$ cat src/v3alu_pkg.sv
// ----------------------------------------------------------------------------
// v3alu_pkg
// Shared types, opcodes and fixed-point helpers for the vector ALU.
// ----------------------------------------------------------------------------
package v3alu_pkg;

	// Opcodes carried in the op field.
	localparam logic [3:0] OP_ADD   = 4'd0;
	localparam logic [3:0] OP_ADDS  = 4'd1;
	localparam logic [3:0] OP_SUB   = 4'd2;
	localparam logic [3:0] OP_MUL   = 4'd3;
	localparam logic [3:0] OP_SCALE = 4'd4;
	localparam logic [3:0] OP_DOT   = 4'd5;
	localparam logic [3:0] OP_CROSS = 4'd6;
	localparam logic [3:0] OP_MAG   = 4'd7;
	localparam logic [3:0] OP_NORM  = 4'd8;

	// Q16.16 format and internal sizes.
	localparam int Q_FRAC     = 16;
	localparam int SUM_W      = 67;
	localparam int SQRT_STEPS = 32;
	localparam int DIV_STEPS  = 17;
	localparam int FIFO_DEPTH = 2;

	localparam logic signed [SUM_W-1:0] SAT_MAX = SUM_W'(2147483647);
	localparam logic signed [SUM_W-1:0] SAT_MIN = -SAT_MAX - 1;
	localparam logic signed [SUM_W-1:0] ROUND_HALF = SUM_W'(32768);

	typedef struct packed {
		logic [3:0]         op;
		logic signed [31:0] ax;
		logic signed [31:0] ay;
		logic signed [31:0] az;
		logic signed [31:0] bx;
		logic signed [31:0] by;
		logic signed [31:0] bz;
		logic signed [31:0] scalar_in;
	} cmd_t;

	typedef struct packed {
		logic signed [31:0] rx;
		logic signed [31:0] ry;
		logic signed [31:0] rz;
		logic signed [31:0] scalar_out;
		logic               fault;
	} rsp_t;

	typedef struct packed {
		logic signed [31:0] value;
		logic               flag;
	} sat_t;

	// Clamp an exact value to the signed 32-bit range.
	function automatic sat_t sat32(input logic signed [SUM_W-1:0] v);
		sat_t r;
		r.flag = 1'b0;
		r.value = v[31:0];
		if (v > SAT_MAX) begin
			r.value = SAT_MAX[31:0];
			r.flag = 1'b1;
		end else if (v < SAT_MIN) begin
			r.value = SAT_MIN[31:0];
			r.flag = 1'b1;
		end
		return r;
	endfunction

	// Round an exact Q32.32 sum to Q16.16 (half toward plus infinity), then clamp.
	function automatic sat_t round_sat(input logic signed [SUM_W-1:0] v);
		logic signed [SUM_W-1:0] t;
		t = v + ROUND_HALF;
		t = t >>> Q_FRAC;
		return sat32(t);
	endfunction

endpackage

$ cat src/v3alu_div.sv
// ----------------------------------------------------------------------------
// v3alu_div
// Pipelined restoring divider: round(u * 2^16 / m), one quotient bit per stage.
// ----------------------------------------------------------------------------
module v3alu_div (
	input  logic        clk,
	input  logic        en,
	input  logic [31:0] u,
	input  logic [32:0] m,
	output logic [16:0] q
);
	import v3alu_pkg::*;

	localparam int DVD_W = 32 + Q_FRAC + 1;

	logic [DVD_W-1:0]     dvd;
	logic [32:0]          rem_q [DIV_STEPS];
	logic [DIV_STEPS-1:0] low_q [DIV_STEPS];
	logic [32:0]          m_q   [DIV_STEPS];
	logic [DIV_STEPS-1:0] q_q   [DIV_STEPS];

	// Dividend with the rounding bias; the quotient is known to fit DIV_STEPS bits.
	assign dvd = DVD_W'({u, {Q_FRAC{1'b0}}}) + DVD_W'(m >> 1);

	for (genvar k = 0; k < DIV_STEPS; k++) begin : g_step
		logic [32:0]          r_cur;
		logic [DIV_STEPS-1:0] l_cur;
		logic [32:0]          m_cur;
		logic [DIV_STEPS-1:0] q_cur;
		logic [33:0]          t;
		logic [33:0]          mx;

		if (k == 0) begin : g_first
			assign r_cur = 33'(dvd[DVD_W-1:DIV_STEPS]);
			assign l_cur = dvd[DIV_STEPS-1:0];
			assign m_cur = m;
			assign q_cur = '0;
		end else begin : g_next
			assign r_cur = rem_q[k-1];
			assign l_cur = low_q[k-1];
			assign m_cur = m_q[k-1];
			assign q_cur = q_q[k-1];
		end

		assign t  = {r_cur, l_cur[DIV_STEPS-1-k]};
		assign mx = {1'b0, m_cur};

		// Bring in the next dividend bit and subtract when possible.
		always_ff @(posedge clk) begin
			if (en) begin
				low_q[k] <= l_cur;
				m_q[k]   <= m_cur;
				if (t >= mx) begin
					rem_q[k] <= 33'(t - mx);
					q_q[k]   <= q_cur | (DIV_STEPS'(1) << (DIV_STEPS - 1 - k));
				end else begin
					rem_q[k] <= t[32:0];
					q_q[k]   <= q_cur;
				end
			end
		end
	end

	assign q = q_q[DIV_STEPS-1];

endmodule

$ cat config.mk
export PLATFORM = sky130hd
export DESIGN_NAME = v3alu_div
export DESIGN_NICKNAME = d
export VERILOG_FILES = /design/src/v3alu_pkg.sv /design/src/v3alu_div.sv
export SDC_FILE = /design/constraint.sdc
export NUM_CORES = 2
export LEC_CHECK = 0
export ABC_AREA = 0
export BUFFER_PORTS_ARGS = -buffer_cell sky130_fd_sc_hd__buf_2
export CORE_ASPECT_RATIO = 0.6
export CORE_UTILIZATION = 53
export CTS_BUF_LIST = sky130_fd_sc_hd__clkbuf_8 sky130_fd_sc_hd__clkbuf_16
export DETAILED_ROUTE_END_ITERATION = 8
export PLACE_DENSITY = 0.78
export SYNTH_ARGS = -nofsm -noshare
export SYNTH_HDL_FRONTEND = slang
export SYNTH_SLANG_ARGS = --single-unit
$ cat constraint.sdc
create_clock -name clk -period 6.65 [get_ports clk]
set_input_delay 0.3325 -clock clk [delete_from_list [all_inputs] [get_ports clk]]
set_output_delay 0.3325 -clock clk [all_outputs]
set_load 0.1 [all_outputs]
### Yosys cells after proc, flatten, opt, wreduce, memory -nomap -nowiden

Memories as Yosys holds them, arrays and structs flattened.
Cells that the tools add are included.

| cells by class | value |
|---|---|
| add/subtract/negate cells | 18 |
| magnitude comparators | 17 |
| mux-type cells | 138 |
| bitwise gates (word level) | 34 |

Operators with widths:

| cell | number |
|---|---|
| $mux 33 | 17 |
| $sub 33x33->33 | 17 |
| $ge 34x33->1 | 16 |
| $mux 17 | 17 |
| $mux 1 | 104 |
| $add 48x32->49 | 1 |
| $or 1x1->1 | 34 |
| $ge 33x33->1 | 1 |

| word-level totals | value |
|---|---|
| flip-flop bits (word level) | 0 |
| memory bits (writable) | 1,700 |
| output and inout bits | 17 |
| logic and storage cells | 211 |
| memories | 4 |

Memory list:

| name | words | bits a word | read ports | clocked after memory_dff | write ports | RTL line | text |
|---|---|---|---|---|---|---|---|
| m_q | 17 | 33 | 16 | 0 | 17 | v3alu_div.sv:19 | `logic [32:0] m_q [DIV_STEPS];` |
| rem_q | 17 | 33 | 16 | 0 | 17 | v3alu_div.sv:17 | `logic [32:0] rem_q [DIV_STEPS];` |
| low_q | 17 | 17 | 16 | 0 | 17 | v3alu_div.sv:18 | `logic [DIV_STEPS-1:0] low_q [DIV_STEPS];` |
| q_q | 17 | 17 | 17 | 0 | 17 | v3alu_div.sv:20 | `logic [DIV_STEPS-1:0] q_q [DIV_STEPS];` |

### Longest topological paths before layout

| depth | value |
|---|---|
| depth after elaboration | 6 |
| depth in mapped cells | 27 |
| gate-level depth less buffers | 25 |

### Worst setup path before layout

Ideal clock, no wire load.

| path | value |
|---|---|
| path type | input to register |
| start | input port u[0] |
| end | memory rem_q[0][24], data pin |
| arrival time | 4.764 ns |
| required time | 6.396 ns |
| slack | 1.633 ns |
| cell stages on the path | 23 |
| buffers on the path | 2 |
| cell sequence | ha_1 > inv_1 > fa_1 > nor2b_1 > o21ai_0 > a21oi_1 > o211ai_1 > a21o_1 > and2_1 > a21oi_1 > a211oi_1 > or4b_2 > xnor2_1 > ha_1 > and2_1 > o21ai_0 > o21ai_1 > a221oi_2 > o2111a_1 > buf_2 > buf_2 > nor2_1 > a21o_1 |

RTL lines:

| element | RTL line | text |
|---|---|---|
| start, declared | v3alu_div.sv:8 | `input logic [31:0] u,` |
| end, declared | v3alu_div.sv:17 |  |

==> run summary <==
initial antenna violation count - 3
met3 Usage GRT - 8.18%
DR vias - 50700
Worst-Margin Slew - 1280 ps
gr busiest metal - met1
area leader, netlist - edfxtp_1
Hold WC Path Type - in2reg
clock latency on the worst-skew pair - 750 ps
first-pass GRT wire length - 273000 um
num rows - 104
CTS Sinks - 1209
initial detailed-routing violation count - 6242
GR Util met1 - 42.4%
layout cells sized above 1 - 8.43%
Adder-Cell Fraction of Synth Area - 10.5%
R2R setup slack - 1560 ps
GRT Resource Usage Total - 25.3%
worst vdd ir - 0.258 mV
setup TNS - 0 ps
CORE AREA - 134000 um2
vias in the first global route - 46900
CP Data Arrival Time - 6530 ps
largest net degree at the start of global routing - 207
status - complete, no violations
Post-CTS Repair Setup Buffers - 0
worst relative slew slack - 12.2%
hold path cells - 4
number of enable flip-flop cells after synthesis - 1209
die area - 137000 um2
yosys warns - 0
final net count - 7259
sequential element share of the synthesized area - 50.6%
IO Count - 84
worst hold endpoint - rem_q[0][27]
Routed WL - 176000 um
Flop pwr share - 33.8%
Main synth FF type - edfxtp_1
mapped cell area - 71800 um2
hpwl dp - 133000 um
gr ovfl total - 0
top fanout value on the critical path - 41
CP Class - in2reg
Syn-to-layout area delta - 8.95%
Final setup viols - 0
most frequent cell after synthesis - edfxtp_1
initial core utilization - 53.5%
total CTS buffers - 116
Reg clk slew, reported paths - 60 ps
Peak Freq - 166 MHz
number of port buffers - 83
simple-gate share of the synthesized area - 8.79%
H-Tree Depth - 3
post-synthesis register bit count - 1209
CTS tree - yes
worst path required time - 7150 ps
Die Width - 477 um
Net Switching - 14.4 mW
largest family of logic cells by synthesized area - compound AO/OA/AOI/OAI gates
Leak - 32.6 nW
RePlAce Congestion - 0.981
DRC - 0
Mean Syn Cell Area - 11.1 um2
synth unique cells - 97
CP endpoint kind - flop
PD cells - 473 nW/um2
final hold vios - 0
Max-Cap Viols - 0
Worst R2R Path Depth - 14
Slew Limit Fails - 0
CTS max path bufs - 3
drt pass-1 iters - 6
Final Skew - 43.9 ps
Min Hold Slack - 78.6 ps
area share of the largest cell type after synthesis - 50.6%
post-synthesis compound-gate area fraction - 15.5%
Synth Area in XOR/XNOR - 5.98%
RSZ-0062 raised after global routing - false
Comb pwr share - 48.9%
met2 usage - 30.7%
power share of the clock group - 17.3%
Tcrit/Tclk final - 90.7%
min-delay src - u[27]
ANT nets after route - 0
Die Ht - 287 um
Tmin final - 6030 ps
asr flop ratio synth - 0%
largest cells by area after synthesis - edfxtp_1 (51%), ha_1 (10%), a21oi_1 (4.0%)
internal power - 22.6 mW
via/cell ratio - 5.97
Mapped Cells - 6465
mux contribution to synthesized area - 4.15%
Post-Syn Nets - 7126
CP Launch Type - input pin
top cells by count, synth - edfxtp_1 (1209), inv_1 (689), ha_1 (577), a21oi_1 (570), nand2_1 (387)
Net Sw Frac - 38.9%
r2r startpoint - low_q[0][15]
average wire per standard cell - 20.8 um
Root Driver - clkbuf_16
Critical R2R Capture - rem_q[1][30]
-- cell usage in the layout, fill, tap and decap left out, drive strengths merged, types with 56 or more instances in the layout --
cell and n:
o21ai 374, edfxtp 1209, nor2b 80, clkbuf 117, inv 715, a21o 319, nand4 69, nor2 374
clkinv 60, nand2b 72, xor2 191, o21bai 79, nand2 387, o21a 74, nor3 66, nand3 97
buf 127, ha 577, xnor2 299, a31oi 67, and3 56, mux2 237, a21oi 572
-- through the flow --
step,setup slack [ps],instance area (um2),util (%),cells,power [mW]
floorplan,1630,71800,-,6465,25.6
detailed placement,554,74300,55.4,8248,30.1
global route,354,78200,58.3,8492,39.3
CTS,760,78200,58.3,8491,36.7
finish,616,78200,58.3,8492,37.0
global placement,467,74300,55.4,8248,29.4
-- critical path, cell delays in order --
cell and delay [ps]:
dlygate4sd3_1 520, buf_2 150, ha_1 170, inv_1 50, fa_1 400, nor2b_1 120, o21ai_0 110, a21oi_1 280
o211ai_1 140, a21o_1 240, and2_1 150, a21oi_1 230, a211oi_1 220, or4b_2 680, xnor2_1 200, ha_1 340
and2_1 200, o21ai_0 150, o21ai_1 110, buf_4 180, a221oi_2 460, o2111a_1 420, buf_12 240, mux2_2 360
-- worst max-delay path by stage --
| stage | from | end |
|---|---|---|
| 5_1_grt | m[17] | rem_q[0][14] |
| 3_5_place_dp | m[17] | rem_q[0][1] |
| 3_3_place_gp | m[17] | rem_q[0][1] |
| 2_1_floorplan | u[0] | rem_q[0][24] |
| 4_1_cts | m[17] | rem_q[0][14] |
| 6_report | m[17] | rem_q[0][1] |
-- cell type report --
| type | instances | area [um2] |
|---|---|---|
| Antenna cell | 1 | 2.50 |
| Clock buffer | 117 | 2930 |
| Clock inverter | 92 | 629 |
| Fill cell | 10800 | 56000 |
| Inverter | 691 | 2590 |
| Multi-Input combinational cell | 4419 | 32300 |
| Sequential cell | 1209 | 36300 |
| Tap cell | 1802 | 2250 |
| Timing Repair Buffer | 161 | 1180 |
-- cells by family (layout without fill, tap and decap cells) --
family / count (synthesis) / after routing
compound gates: 1755 / 1755
simple gates: 1326 / 1326
flops: 1209 / 1209
buf+inv: 837 / 1061
fa+ha+maj: 594 / 594
xor+xnor: 490 / 490
mux: 254 / 254
other cells: 0 / 1
-- repair_timing --
item | 4_1_cts | 5_1_grt
resized for setup | 0 | 0
endpoints found under the hold margin | 34 | 0
hold buffers | 34 | 0
-- flip-flops by register name (all words and copies together), names as in the netlist --
| register | flops |
|---|---|
| rem_q | 528 |
| low_q | 256 |
| m_q | 272 |
| q_q | 153 |
-- power by group through the flow --
| stage | clock (mW) | combinational, mW | sequential (mW) |
|---|---|---|---|
| 2_1_floorplan | 0 | 13.4 | 12.2 |
| 3_3_place_gp | 0 | 16.8 | 12.6 |
| 3_5_place_dp | 0 | 17.4 | 12.6 |
| 4_1_cts | 6.51 | 17.7 | 12.5 |
| 5_1_grt | 6.78 | 19.8 | 12.7 |
| 6_report | 6.40 | 18.1 | 12.5 |
-- metal layers --
layer,up-vias,share of wire (%),wire length [um]
li1,23900,-,-
met1,24500,51,89300
met2,2069,36,63500
met3,150,12,21500
met4,0,1.2,2070
met5,-,0,0
No activity file was read; power rests on OpenSTA's default activity.
